--- config.mk ---
export PLATFORM = sky130hd
export DESIGN_NAME = line_edit_buffer_engine_flat
export DESIGN_NICKNAME = d
export VERILOG_FILES = /design/src/rtl/lebe_pkg.sv /design/src/rtl/lebe_if.sv /design/src/rtl/line_edit_buffer_engine.sv /design/src/rtl/lebe_mem.sv /design/src/rtl/lebe_ctrl.sv /design/src/flat_wrapper.sv
export SDC_FILE = /design/constraint.sdc
export NUM_CORES = 2
export LEC_CHECK = 0
export BUFFER_PORTS_ARGS = -buffer_cell sky130_fd_sc_hd__buf_2
export CAP_MARGIN = 40
export CORE_ASPECT_RATIO = 0.6
export CORE_MARGIN = 5
export CORE_UTILIZATION = 39
export CTS_CLUSTER_SIZE = 28
export DETAILED_ROUTE_END_ITERATION = 12
export SYNTH_ARGS = -nofsm -noshare
export SYNTH_HDL_FRONTEND = slang
export SYNTH_SLANG_ARGS = --single-unit
--- constraint.sdc ---
create_clock -name clk -period 8.75 [get_ports clk]
set_input_delay 0.4375 -clock clk [delete_from_list [all_inputs] [get_ports clk]]
set_output_delay 0.4375 -clock clk [all_outputs]
set_load 0.05 [all_outputs]
--- src/rtl/lebe_pkg.sv ---
// Shared types and constants for the line edit buffer engine.
// No dependencies; every other file imports this package.
`default_nettype none

package lebe_pkg;

    // Field widths fixed by the item format
    localparam int POS_W = 8;
    localparam int CAP_W = 9;
    localparam int KEY_W = 16;
    localparam int CHR_W = 8;

    typedef logic [POS_W-1:0] pos_t;
    typedef logic [CAP_W-1:0] cap_t;
    typedef logic [KEY_W-1:0] key_t;
    typedef logic [CHR_W-1:0] chr_t;

    // Capacity after reset
    localparam cap_t CAP_RESET = 9'd256;

    // Printable key window: KEY_FIRST <= key < KEY_END
    localparam key_t KEY_FIRST = 16'd32;
    localparam key_t KEY_END   = 16'd127;

    // Edit op codes
    typedef enum logic [3:0] {
        OP_INSERT    = 4'd0,
        OP_BACKSPACE = 4'd1,
        OP_DELETE    = 4'd2,
        OP_LEFT      = 4'd3,
        OP_RIGHT     = 4'd4,
        OP_SET_CUR   = 4'd5,
        OP_SET_SEL   = 4'd6,
        OP_SEL_ALL   = 4'd7,
        OP_SEL_CLR   = 4'd8,
        OP_CLEAR     = 4'd9,
        OP_READ      = 4'd10
    } op_t;

    // Controller sequence states
    typedef enum logic [2:0] {
        ST_IDLE,
        ST_DECIDE,
        ST_SHIFT_DN,
        ST_SHIFT_UP,
        ST_READ_WAIT,
        ST_FINISH
    } state_t;

endpackage

`default_nettype wire

--- src/rtl/lebe_if.sv ---
// Channel interfaces: edit request, edit response and capacity write.
// Depends on lebe_pkg for the field types.
`default_nettype none

interface lebe_req_if;
    import lebe_pkg::*;
    logic       valid;
    logic       ready;
    logic [3:0] op;
    key_t       key;
    pos_t       pos_a;
    pos_t       pos_b;

    modport source (output valid, output op, output key, output pos_a, output pos_b,
                    input ready);
    modport sink   (input valid, input op, input key, input pos_a, input pos_b,
                    output ready);
endinterface

interface lebe_rsp_if;
    import lebe_pkg::*;
    logic valid;
    logic ready;
    logic changed;
    pos_t text_length;
    pos_t cursor_pos;
    pos_t sel_low;
    pos_t sel_high;
    chr_t char_out;

    modport source (output valid, output changed, output text_length, output cursor_pos,
                    output sel_low, output sel_high, output char_out, input ready);
    modport sink   (input valid, input changed, input text_length, input cursor_pos,
                    input sel_low, input sel_high, input char_out, output ready);
endinterface

interface lebe_cfg_if;
    import lebe_pkg::*;
    logic valid;
    logic ready;
    cap_t capacity;

    modport source (output valid, output capacity, input ready);
    modport sink   (input valid, input capacity, output ready);
endinterface

`default_nettype wire

--- src/rtl/line_edit_buffer_engine.sv ---
// Top level of the line edit buffer engine: capacity register, sequencer, store.
// Depends on lebe_pkg, lebe_if, lebe_mem and lebe_ctrl.
`default_nettype none

// Each request transaction carries one edit op and yields exactly one response
// transaction. Backspace and delete move one character per cycle through the
// store's single read and write port; an insert that replaces a selection first
// closes the gap and then opens a slot. The next request is taken as soon as
// the response register is loaded, even while that response still waits to be
// taken. The capacity register is written through its own channel, which is
// always ready; write it only while no edit is in flight.
// The store is not cleared at reset: reads past the length return 0.
module line_edit_buffer_engine #(
    parameter int STORE_DEPTH = 256
) (
    input  wire logic clk,
    input  wire logic rst_n,
    lebe_req_if.sink  req,
    lebe_rsp_if.source rsp,
    lebe_cfg_if.sink  cfg
);
    import lebe_pkg::*;

    localparam int AW = (STORE_DEPTH > 1) ? $clog2(STORE_DEPTH) : 1;

    cap_t          cap_reg, cap_next;
    logic          mem_we;
    logic [AW-1:0] mem_waddr;
    chr_t          mem_wdata;
    logic          mem_re;
    logic [AW-1:0] mem_raddr;
    chr_t          mem_rdata;

    // Capacity register write
    assign cfg.ready = 1'b1;
    assign cap_next  = cfg.valid ? cfg.capacity : cap_reg;

    always_ff @(posedge clk or negedge rst_n)
    begin
        if (!rst_n)
        begin
            cap_reg <= CAP_RESET;
        end
        else
        begin
            cap_reg <= cap_next;
        end
    end

    lebe_ctrl #(
        .STORE_DEPTH (STORE_DEPTH),
        .AW          (AW)
    ) u_ctrl (
        .clk       (clk),
        .rst_n     (rst_n),
        .req       (req),
        .rsp       (rsp),
        .capacity  (cap_reg),
        .mem_we    (mem_we),
        .mem_waddr (mem_waddr),
        .mem_wdata (mem_wdata),
        .mem_re    (mem_re),
        .mem_raddr (mem_raddr),
        .mem_rdata (mem_rdata)
    );

    lebe_mem #(
        .DEPTH (STORE_DEPTH),
        .AW    (AW)
    ) u_mem (
        .clk   (clk),
        .we    (mem_we),
        .waddr (mem_waddr),
        .wdata (mem_wdata),
        .re    (mem_re),
        .raddr (mem_raddr),
        .rdata (mem_rdata)
    );

endmodule

`default_nettype wire

--- src/rtl/lebe_mem.sv ---
// Character store: one write port, one read port, registered read data.
// Depends on lebe_pkg for the character type.
`default_nettype none

module lebe_mem #(
    parameter int DEPTH = 256,
    parameter int AW    = 8
) (
    input  wire logic           clk,
    input  wire logic           we,
    input  wire logic [AW-1:0]  waddr,
    input  wire lebe_pkg::chr_t wdata,
    input  wire logic           re,
    input  wire logic [AW-1:0]  raddr,
    output lebe_pkg::chr_t      rdata
);
    import lebe_pkg::*;

    chr_t mem [DEPTH];

    // Write port
    always_ff @(posedge clk)
    begin
        if (we)
        begin
            mem[waddr] <= wdata;
        end
    end

    // Read port, registered read data
    always_ff @(posedge clk)
    begin
        if (re)
        begin
            rdata <= mem[raddr];
        end
    end

endmodule

`default_nettype wire

--- src/rtl/lebe_ctrl.sv ---
// Edit sequencer: holds length, cursor and anchors, runs the store shifts
// and owns the response register. Depends on lebe_pkg and lebe_if.
`default_nettype none

module lebe_ctrl #(
    parameter int STORE_DEPTH = 256,
    parameter int AW          = 8
) (
    input  wire logic           clk,
    input  wire logic           rst_n,
    lebe_req_if.sink            req,
    lebe_rsp_if.source          rsp,
    input  wire lebe_pkg::cap_t capacity,
    output logic                mem_we,
    output logic [AW-1:0]       mem_waddr,
    output lebe_pkg::chr_t      mem_wdata,
    output logic                mem_re,
    output logic [AW-1:0]       mem_raddr,
    input  wire lebe_pkg::chr_t mem_rdata
);
    import lebe_pkg::*;

    state_t state_reg, state_next;
    op_t    op_reg, op_next;
    key_t   key_reg, key_next;
    pos_t   pa_reg, pa_next;
    pos_t   pb_reg, pb_next;

    // Text positions are capacity wide so any length below capacity fits
    cap_t   len_reg, len_next;
    cap_t   cur_reg, cur_next;
    cap_t   ast_reg, ast_next;
    cap_t   aen_reg, aen_next;

    logic   chg_reg, chg_next;
    chr_t   ch_reg, ch_next;
    logic   ins_reg, ins_next;
    cap_t   base_reg, base_next;
    cap_t   gap_reg, gap_next;
    cap_t   src_reg, src_next;
    cap_t   wa_reg, wa_next;
    logic   pend_reg, pend_next;

    logic   ov_reg, ov_next;
    logic   o_chg_reg;
    pos_t   o_len_reg, o_cur_reg, o_lo_reg, o_hi_reg;
    chr_t   o_ch_reg;

    cap_t   sel_lo, sel_hi, sel_gap;
    logic   sel_any;
    logic   key_ok, fits;
    cap_t   need;
    cap_t   clamp_a, clamp_b;
    logic   out_free;
    logic   load_out;

    // Selection bounds and insert admission
    always_comb
    begin
        sel_lo  = (ast_reg < aen_reg) ? ast_reg : aen_reg;
        sel_hi  = (ast_reg > aen_reg) ? ast_reg : aen_reg;
        sel_gap = sel_hi - sel_lo;
        sel_any = (ast_reg != aen_reg);
        key_ok  = (key_reg >= KEY_FIRST) && (key_reg < KEY_END);
        need    = len_reg - sel_gap + cap_t'(1);
        fits    = (need < capacity) && (32'(need) < 32'(STORE_DEPTH));
        clamp_a = (cap_t'(pa_reg) > len_reg) ? len_reg : cap_t'(pa_reg);
        clamp_b = (cap_t'(pb_reg) > len_reg) ? len_reg : cap_t'(pb_reg);
    end

    assign out_free  = !ov_reg || rsp.ready;
    assign req.ready = (state_reg == ST_IDLE);

    // Next state and datapath control
    always_comb
    begin
        state_next = state_reg;
        op_next    = op_reg;
        key_next   = key_reg;
        pa_next    = pa_reg;
        pb_next    = pb_reg;
        len_next   = len_reg;
        cur_next   = cur_reg;
        ast_next   = ast_reg;
        aen_next   = aen_reg;
        chg_next   = chg_reg;
        ch_next    = ch_reg;
        ins_next   = ins_reg;
        base_next  = base_reg;
        gap_next   = gap_reg;
        src_next   = src_reg;
        wa_next    = wa_reg;
        pend_next  = pend_reg;
        load_out   = 1'b0;
        mem_we     = 1'b0;
        mem_waddr  = '0;
        mem_wdata  = '0;
        mem_re     = 1'b0;
        mem_raddr  = '0;

        case (state_reg)
            ST_IDLE:
            begin
                if (req.valid)
                begin
                    op_next    = op_t'(req.op);
                    key_next   = req.key;
                    pa_next    = req.pos_a;
                    pb_next    = req.pos_b;
                    chg_next   = 1'b0;
                    ch_next    = '0;
                    ins_next   = 1'b0;
                    state_next = ST_DECIDE;
                end
            end

            ST_DECIDE:
            begin
                state_next = ST_FINISH;
                case (op_reg)
                    OP_INSERT:
                    begin
                        if (key_ok && fits)
                        begin
                            ins_next  = 1'b1;
                            pend_next = 1'b0;
                            if (sel_any)
                            begin
                                base_next  = sel_lo;
                                gap_next   = sel_gap;
                                src_next   = sel_hi;
                                state_next = ST_SHIFT_DN;
                            end
                            else
                            begin
                                src_next   = len_reg;
                                state_next = ST_SHIFT_UP;
                            end
                        end
                    end
                    OP_BACKSPACE:
                    begin
                        pend_next = 1'b0;
                        if (sel_any)
                        begin
                            base_next  = sel_lo;
                            gap_next   = sel_gap;
                            src_next   = sel_hi;
                            state_next = ST_SHIFT_DN;
                        end
                        else if (cur_reg != '0)
                        begin
                            base_next  = cur_reg - cap_t'(1);
                            gap_next   = cap_t'(1);
                            src_next   = cur_reg;
                            state_next = ST_SHIFT_DN;
                        end
                    end
                    OP_DELETE:
                    begin
                        pend_next = 1'b0;
                        if (sel_any)
                        begin
                            base_next  = sel_lo;
                            gap_next   = sel_gap;
                            src_next   = sel_hi;
                            state_next = ST_SHIFT_DN;
                        end
                        else if (cur_reg < len_reg)
                        begin
                            base_next  = cur_reg;
                            gap_next   = cap_t'(1);
                            src_next   = cur_reg + cap_t'(1);
                            state_next = ST_SHIFT_DN;
                        end
                    end
                    OP_LEFT:
                    begin
                        if (sel_any)
                        begin
                            cur_next = sel_lo;
                            ast_next = sel_lo;
                            aen_next = sel_lo;
                            chg_next = 1'b1;
                        end
                        else if (cur_reg != '0)
                        begin
                            cur_next = cur_reg - cap_t'(1);
                            ast_next = cur_reg - cap_t'(1);
                            aen_next = cur_reg - cap_t'(1);
                            chg_next = 1'b1;
                        end
                    end
                    OP_RIGHT:
                    begin
                        if (sel_any)
                        begin
                            cur_next = sel_hi;
                            ast_next = sel_hi;
                            aen_next = sel_hi;
                            chg_next = 1'b1;
                        end
                        else if (cur_reg < len_reg)
                        begin
                            cur_next = cur_reg + cap_t'(1);
                            ast_next = cur_reg + cap_t'(1);
                            aen_next = cur_reg + cap_t'(1);
                            chg_next = 1'b1;
                        end
                    end
                    OP_SET_CUR:
                    begin
                        if (!(cur_reg == clamp_a && !sel_any))
                        begin
                            cur_next = clamp_a;
                            ast_next = clamp_a;
                            aen_next = clamp_a;
                            chg_next = 1'b1;
                        end
                    end
                    OP_SET_SEL:
                    begin
                        if (!(ast_reg == clamp_a && aen_reg == clamp_b && cur_reg == clamp_b))
                        begin
                            ast_next = clamp_a;
                            aen_next = clamp_b;
                            cur_next = clamp_b;
                            chg_next = 1'b1;
                        end
                    end
                    OP_SEL_ALL:
                    begin
                        if (!(ast_reg == '0 && aen_reg == len_reg && cur_reg == len_reg))
                        begin
                            ast_next = '0;
                            aen_next = len_reg;
                            cur_next = len_reg;
                            chg_next = 1'b1;
                        end
                    end
                    OP_SEL_CLR:
                    begin
                        if (sel_any)
                        begin
                            ast_next = cur_reg;
                            aen_next = cur_reg;
                            chg_next = 1'b1;
                        end
                    end
                    OP_CLEAR:
                    begin
                        chg_next = |{len_reg, cur_reg, ast_reg, aen_reg};
                        len_next = '0;
                        cur_next = '0;
                        ast_next = '0;
                        aen_next = '0;
                    end
                    OP_READ:
                    begin
                        mem_re     = 1'b1;
                        mem_raddr  = AW'(pa_reg);
                        state_next = ST_READ_WAIT;
                    end
                    default:
                    begin
                        chg_next = 1'b0;
                    end
                endcase
            end

            // Close a gap: store[i] = store[i + gap] walking upward
            ST_SHIFT_DN:
            begin
                if (pend_reg)
                begin
                    mem_we    = 1'b1;
                    mem_waddr = AW'(wa_reg);
                    mem_wdata = mem_rdata;
                end
                if (src_reg != len_reg)
                begin
                    mem_re    = 1'b1;
                    mem_raddr = AW'(src_reg);
                    wa_next   = src_reg - gap_reg;
                    src_next  = src_reg + cap_t'(1);
                    pend_next = 1'b1;
                end
                else
                begin
                    pend_next = 1'b0;
                    if (!pend_reg)
                    begin
                        len_next = len_reg - gap_reg;
                        cur_next = base_reg;
                        ast_next = base_reg;
                        aen_next = base_reg;
                        if (ins_reg)
                        begin
                            src_next   = len_reg - gap_reg;
                            state_next = ST_SHIFT_UP;
                        end
                        else
                        begin
                            chg_next   = 1'b1;
                            state_next = ST_FINISH;
                        end
                    end
                end
            end

            // Open a slot at the cursor: store[i] = store[i - 1] walking downward
            ST_SHIFT_UP:
            begin
                if (pend_reg)
                begin
                    mem_we    = 1'b1;
                    mem_waddr = AW'(wa_reg);
                    mem_wdata = mem_rdata;
                end
                if (src_reg != cur_reg)
                begin
                    mem_re    = 1'b1;
                    mem_raddr = AW'(src_reg - cap_t'(1));
                    wa_next   = src_reg;
                    src_next  = src_reg - cap_t'(1);
                    pend_next = 1'b1;
                end
                else
                begin
                    pend_next = 1'b0;
                    if (!pend_reg)
                    begin
                        mem_we     = 1'b1;
                        mem_waddr  = AW'(cur_reg);
                        mem_wdata  = key_reg[CHR_W-1:0];
                        len_next   = len_reg + cap_t'(1);
                        cur_next   = cur_reg + cap_t'(1);
                        ast_next   = cur_reg + cap_t'(1);
                        aen_next   = cur_reg + cap_t'(1);
                        chg_next   = 1'b1;
                        state_next = ST_FINISH;
                    end
                end
            end

            ST_READ_WAIT:
            begin
                ch_next    = (cap_t'(pa_reg) < len_reg) ? mem_rdata : '0;
                state_next = ST_FINISH;
            end

            ST_FINISH:
            begin
                if (out_free)
                begin
                    load_out   = 1'b1;
                    state_next = ST_IDLE;
                end
            end

            default:
            begin
                state_next = ST_IDLE;
            end
        endcase
    end

    // Response register valid
    always_comb
    begin
        ov_next = ov_reg;
        if (load_out)
        begin
            ov_next = 1'b1;
        end
        else if (rsp.ready)
        begin
            ov_next = 1'b0;
        end
    end

    // Control and edit state
    always_ff @(posedge clk or negedge rst_n)
    begin
        if (!rst_n)
        begin
            state_reg <= ST_IDLE;
            len_reg   <= '0;
            cur_reg   <= '0;
            ast_reg   <= '0;
            aen_reg   <= '0;
            pend_reg  <= 1'b0;
            ins_reg   <= 1'b0;
            ov_reg    <= 1'b0;
        end
        else
        begin
            state_reg <= state_next;
            len_reg   <= len_next;
            cur_reg   <= cur_next;
            ast_reg   <= ast_next;
            aen_reg   <= aen_next;
            pend_reg  <= pend_next;
            ins_reg   <= ins_next;
            ov_reg    <= ov_next;
        end
    end

    // Item and shift payload
    always_ff @(posedge clk)
    begin
        op_reg   <= op_next;
        key_reg  <= key_next;
        pa_reg   <= pa_next;
        pb_reg   <= pb_next;
        chg_reg  <= chg_next;
        ch_reg   <= ch_next;
        base_reg <= base_next;
        gap_reg  <= gap_next;
        src_reg  <= src_next;
        wa_reg   <= wa_next;
    end

    // Response payload, positions reported modulo 256
    always_ff @(posedge clk)
    begin
        if (load_out)
        begin
            o_chg_reg <= chg_reg;
            o_len_reg <= len_reg[POS_W-1:0];
            o_cur_reg <= cur_reg[POS_W-1:0];
            o_lo_reg  <= sel_lo[POS_W-1:0];
            o_hi_reg  <= sel_hi[POS_W-1:0];
            o_ch_reg  <= ch_reg;
        end
    end

    assign rsp.valid       = ov_reg;
    assign rsp.changed     = o_chg_reg;
    assign rsp.text_length = o_len_reg;
    assign rsp.cursor_pos  = o_cur_reg;
    assign rsp.sel_low     = o_lo_reg;
    assign rsp.sel_high    = o_hi_reg;
    assign rsp.char_out    = o_ch_reg;

endmodule

`default_nettype wire

--- src/flat_wrapper.sv ---
// flat-port wrapper written by rule: the top's interface ports become plain ports
module line_edit_buffer_engine_flat import lebe_pkg::*;
#(
    parameter int STORE_DEPTH = 256
)
  (clk, rst_n, req_valid, req_op, req_key, req_pos_a, req_pos_b, req_ready, rsp_valid, rsp_changed, rsp_text_length, rsp_cursor_pos, rsp_sel_low, rsp_sel_high, rsp_char_out, rsp_ready, cfg_valid, cfg_capacity, cfg_ready);
  lebe_req_if req_i ();
  lebe_rsp_if rsp_i ();
  lebe_cfg_if cfg_i ();
  input  wire logic clk;
  input  wire logic rst_n;
  input wire logic [$bits(req_i.valid)-1:0] req_valid;
  input wire logic [$bits(req_i.op)-1:0] req_op;
  input wire logic [$bits(req_i.key)-1:0] req_key;
  input wire logic [$bits(req_i.pos_a)-1:0] req_pos_a;
  input wire logic [$bits(req_i.pos_b)-1:0] req_pos_b;
  output wire logic [$bits(req_i.ready)-1:0] req_ready;
  output wire logic [$bits(rsp_i.valid)-1:0] rsp_valid;
  output wire logic [$bits(rsp_i.changed)-1:0] rsp_changed;
  output wire logic [$bits(rsp_i.text_length)-1:0] rsp_text_length;
  output wire logic [$bits(rsp_i.cursor_pos)-1:0] rsp_cursor_pos;
  output wire logic [$bits(rsp_i.sel_low)-1:0] rsp_sel_low;
  output wire logic [$bits(rsp_i.sel_high)-1:0] rsp_sel_high;
  output wire logic [$bits(rsp_i.char_out)-1:0] rsp_char_out;
  input wire logic [$bits(rsp_i.ready)-1:0] rsp_ready;
  input wire logic [$bits(cfg_i.valid)-1:0] cfg_valid;
  input wire logic [$bits(cfg_i.capacity)-1:0] cfg_capacity;
  output wire logic [$bits(cfg_i.ready)-1:0] cfg_ready;
  assign req_i.valid = req_valid;
  assign req_i.op = req_op;
  assign req_i.key = req_key;
  assign req_i.pos_a = req_pos_a;
  assign req_i.pos_b = req_pos_b;
  assign req_ready = req_i.ready;
  assign rsp_valid = rsp_i.valid;
  assign rsp_changed = rsp_i.changed;
  assign rsp_text_length = rsp_i.text_length;
  assign rsp_cursor_pos = rsp_i.cursor_pos;
  assign rsp_sel_low = rsp_i.sel_low;
  assign rsp_sel_high = rsp_i.sel_high;
  assign rsp_char_out = rsp_i.char_out;
  assign rsp_i.ready = rsp_ready;
  assign cfg_i.valid = cfg_valid;
  assign cfg_i.capacity = cfg_capacity;
  assign cfg_ready = cfg_i.ready;
  line_edit_buffer_engine #(.STORE_DEPTH(STORE_DEPTH)) u_core (.clk(clk), .rst_n(rst_n), .req(req_i), .rsp(rsp_i), .cfg(cfg_i));
endmodule
==> impl_metrics.prom <==
# TYPE chip_impl_metric gauge
chip_impl_metric{name="max_freq",unit="MHz"} 128
chip_impl_metric{name="detailedRoute.firstIterationViolations",unit=""} 11500
chip_impl_info{name="violations",value="DRC"} 1
chip_impl_metric{name="core_area",unit="sq um"} 243000
chip_impl_metric{name="ios",unit=""} 94
chip_impl_metric{name="drt_drc_violations_left",unit=""} 2
chip_impl_info{name="setup_crit_start_kind",value="flip-flop"} 1
chip_impl_info{name="status",value="finished with violations"} 1
chip_impl_metric{name="fin_skew",unit="ns"} 0.0519
chip_impl_metric{name="vias",unit=""} 67400
chip_impl_metric{name="clock-sinks",unit=""} 2228
chip_impl_metric{name="required",unit="ns"} 9.27
chip_impl_info{name="tritoncts",value="done"} 1
chip_impl_metric{name="postCtsSetupRepairBufs",unit=""} 0
chip_impl_metric{name="powerDensity",unit="nW/um^2"} 302
chip_impl_metric{name="critical_path.max_fanout",unit=""} 18
chip_impl_metric{name="worstPathBufferInverterCount",unit=""} 5
chip_impl_metric{name="worst-slew-pin-transition",unit="ns"} 1.31
chip_impl_info{name="ctsRootBufferMaster",value="sky130_fd_sc_hd__clkbuf_16"} 1
chip_impl_metric{name="postSynthRegisterBits",unit=""} 2228
chip_impl_info{name="hp-class",value="in2reg"} 1
chip_impl_metric{name="clock_insertion_delay_worst_skew",unit="ns"} 0.87
chip_impl_metric{name="p_leak",unit="nW"} 36.1
chip_impl_metric{name="drv_slew",unit=""} 0
chip_impl_metric{name="stage_delay_of_the_slowest_cell_on_the_critical_path",unit="ns"} 0.60
chip_impl_metric{name="htree_levels",unit=""} 4
chip_impl_metric{name="areaGrowthSynthToFinish",unit="%"} 12.1
chip_impl_metric{name="number_of_buffers_created_by_cts",unit=""} 201
chip_impl_metric{name="yosys_warnings",unit=""} 0
chip_impl_metric{name="wirelength",unit="um"} 337000
chip_impl_info{name="synth_flop_type",value="sky130_fd_sc_hd__edfxtp_1"} 1
chip_impl_metric{name="port_buffer_cells",unit=""} 92
chip_impl_metric{name="cts_buffer_depth",unit=""} 4
chip_impl_info{name="setup_repair_after_global_routing_missed_its_margin",value="false"} 1
chip_impl_info{name="layout.cells.most_common_list",value="sky130_fd_sc_hd__edfxtp_1, sky130_fd_sc_hd__nand2_1, sky130_fd_sc_hd__nand3_1"} 1
chip_impl_metric{name="largest_register_ff_count",unit=""} 2048
chip_impl_metric{name="drive_gt1_share",unit="%"} 9.36
chip_impl_info{name="path_common_cell",value="sky130_fd_sc_hd__ha_1"} 1
chip_impl_metric{name="cp_data_arrival_time",unit="ns"} 8.33
chip_impl_metric{name="synthesis.area_per_instance",unit="sq um"} 12.4
chip_impl_metric{name="async_reset_ff_share",unit="%"} 2.29
chip_impl_metric{name="routed_via_density",unit=""} 6.01
chip_impl_metric{name="max-vdd-ir-drop",unit="mV"} 0.209
chip_impl_metric{name="drtAntennaViolNets",unit=""} 0
chip_impl_metric{name="initial_core_util",unit="%"} 39.2
chip_impl_metric{name="yosys.cell_types.count",unit=""} 103
chip_impl_metric{name="clk_pin_slew_worst_paths",unit="ns"} 0.08
chip_impl_metric{name="max_cap_violations",unit=""} 0
chip_impl_metric{name="first_global_vias",unit=""} 61500
chip_impl_metric{name="syn-cell-area",unit="sq um"} 95300
chip_impl_metric{name="gp_congestion",unit=""} 0.981
chip_impl_metric{name="dieWidth",unit="um"} 648
chip_impl_metric{name="cts_resized",unit=""} 0
chip_impl_metric{name="largest_net_degree_at_the_start_of_global_routing",unit=""} 199
chip_impl_info{name="layout.cells.most_common",value="sky130_fd_sc_hd__edfxtp_1"} 1
chip_impl_metric{name="routed_wire_length_per_instance",unit="um"} 30.0
chip_impl_metric{name="grt_pass1_wl",unit="um"} 473000
chip_impl_info{name="type_of_the_worst_setup_path",value="reg2reg"} 1
chip_impl_metric{name="netlist_instances",unit=""} 7670
chip_impl_info{name="critical_path_slowest_stage_cell",value="sky130_fd_sc_hd__or4_1"} 1
chip_impl_metric{name="whs",unit="ns"} 0.283
chip_impl_metric{name="synth_edf_count",unit=""} 2177
chip_impl_metric{name="timing.final.crit_period",unit="ns"} 7.81
chip_impl_metric{name="final_nets",unit=""} 7934
chip_impl_metric{name="final-hold-violation-count",unit=""} 0
chip_impl_metric{name="final_min_period_over_clock_period",unit="%"} 89.3
chip_impl_metric{name="grt_overflow",unit=""} 0
chip_impl_metric{name="floorplan.die.height",unit="um"} 393
chip_impl_metric{name="seq_area_frac_synth",unit="%"} 69.9
chip_impl_info{name="critical_path.top_delay_family",value="adder cells"} 1
chip_impl_metric{name="final_sum_of_negative_setup_slack",unit="ns"} 0
chip_impl_metric{name="syn_nets",unit=""} 7808
chip_impl_metric{name="floorplan.rows",unit=""} 140
chip_impl_metric{name="dp_hpwl",unit="um"} 217000
chip_impl_info{name="worstSetupEndpointType",value="flip-flop"} 1
chip_impl_metric{name="setup-violations-final",unit=""} 0
chip_impl_metric{name="antenna_found_initial",unit=""} 34
chip_impl_metric{name="relSlewSlack",unit="%"} 12.8
chip_impl_metric{name="design.die.area",unit="sq um"} 255000
chip_impl_metric{name="drt-pass1-iter-count",unit=""} 12
chip_impl_metric{name="grt_util_all_layers",unit="%"} 25.7
worst reg2reg max path, delay by kind of cell (launching register included):
kind | cells | cell delay, ns
flip-flops | 1 | 0.49
XOR/XNOR | 3 | 0.61
AND/OR/NAND/NOR | 7 | 1.73
adder cells (fa/ha/maj) | 6 | 1.93
AO/OA/AOI/OAI | 11 | 1.89
buffers and inverters | 5 | 0.82
power breakdown:
part	total (W)	switching (W)	internal [W]
sequential	0.0126	0.000356	0.0122
combinational	0.0113	0.00799	0.00328
clock	0.00843	0.00394	0.00450
total	0.0323	0.0123	0.0200
routing by layer:
layer | track usage, % | vias to the layer above | part of all wire, %
li1 | - | 28500 | -
met2 | 31.9 | 4442 | 37
met3 | 12.0 | 468 | 16
met4 | 5.01 | 16 | 2.0
met1 | 40.0 | 33900 | 44
met5 | 0 | - | 0.098
cell usage after synthesis, types with 27 or more instances:
library cell,number,area [sq um]
sky130_fd_sc_hd__ha_1,84,1050
sky130_fd_sc_hd__and3_1,72,450
sky130_fd_sc_hd__nand3_1,773,3870
sky130_fd_sc_hd__nand4_1,63,394
sky130_fd_sc_hd__nand2_1,1853,6960
sky130_fd_sc_hd__edfxtp_1,2177,65400
sky130_fd_sc_hd__a21oi_1,342,1710
sky130_fd_sc_hd__a21o_1,35,263
sky130_fd_sc_hd__clkbuf_1,159,597
sky130_fd_sc_hd__dfrtp_1,50,1250
sky130_fd_sc_hd__mux2i_1,163,1630
sky130_fd_sc_hd__a31oi_1,114,713
sky130_fd_sc_hd__inv_1,91,342
sky130_fd_sc_hd__mux2_2,27,304
sky130_fd_sc_hd__a32oi_1,45,394
sky130_fd_sc_hd__a311oi_1,28,245
sky130_fd_sc_hd__a221oi_1,54,473
sky130_fd_sc_hd__a22oi_1,53,398
sky130_fd_sc_hd__buf_2,248,1240
sky130_fd_sc_hd__nor3_1,60,300
sky130_fd_sc_hd__xnor2_1,65,569
sky130_fd_sc_hd__o21ai_0,137,686
sky130_fd_sc_hd__buf_1,48,180
sky130_fd_sc_hd__buf_4,47,353
sky130_fd_sc_hd__nor2_1,406,1520
kinds of logic after synthesis:
kind of cell    share of synthesized area (%)
other cells                           0.00393
compound gates                           7.76
xor+xnor                                0.919
flops                                    69.9
buf+inv                                  2.98
simple gates                             15.1
mux                                      2.11
fa+ha+maj                                1.19
metrics by stage:
stage          area [sq um]  instances  util, %  total power [W]  worst slack, ns
3_3_place_gp          99300      10700     40.9           0.0234            0.941
2_1_floorplan         95300       7670        -           0.0191             1.13
6_report             107000      11200     44.0           0.0323            0.936
4_1_cts              107000      11200     43.9           0.0318             1.12
3_5_place_dp         100000      10800     41.2           0.0235             1.12
5_1_grt              107000      11200     44.0           0.0334            0.519
cell type report:
type                    count  area [sq um]
clock inverters            89           596
diodes                     10          25.0
clock buffers             254          5330
flip-flops and latches   2228         66700
fillers                 22000        136000
well taps                3266          4090
multi-input cells        4837         26100
inverters                  94           353
repair buffers            434          3670
path summary, 6_finish.rpt:
check                                               from                       endpoint  slack [ns]  cells past startpoint
worst min register to register   u_core.u_ctrl.ch_reg[5]  u_core.u_ctrl.rsp.char_out[5]        0.43                      0
min in group asynchronous                          rst_n              u_core.cap_reg[1]        0.61                      4
worst max-delay path            u_core.u_ctrl.aen_reg[8]       u_core.u_ctrl.gap_reg[5]        0.94                     32
worst min-delay path                        req_pos_a[1]        u_core.u_ctrl.pa_reg[1]        0.28                      2
worst max register to register  u_core.u_ctrl.aen_reg[8]       u_core.u_ctrl.gap_reg[5]        0.94                     32
max in group asynchronous                          rst_n       u_core.u_ctrl.cur_reg[1]        7.54                      5
timing repair:
action / 4_1_cts / 5_1_grt
hold buffers: 66 / 0
setup endpoints to repair: 0 / 0
hold endpoints to repair: 98 / 0
Power figures use the tool's default switching activity.
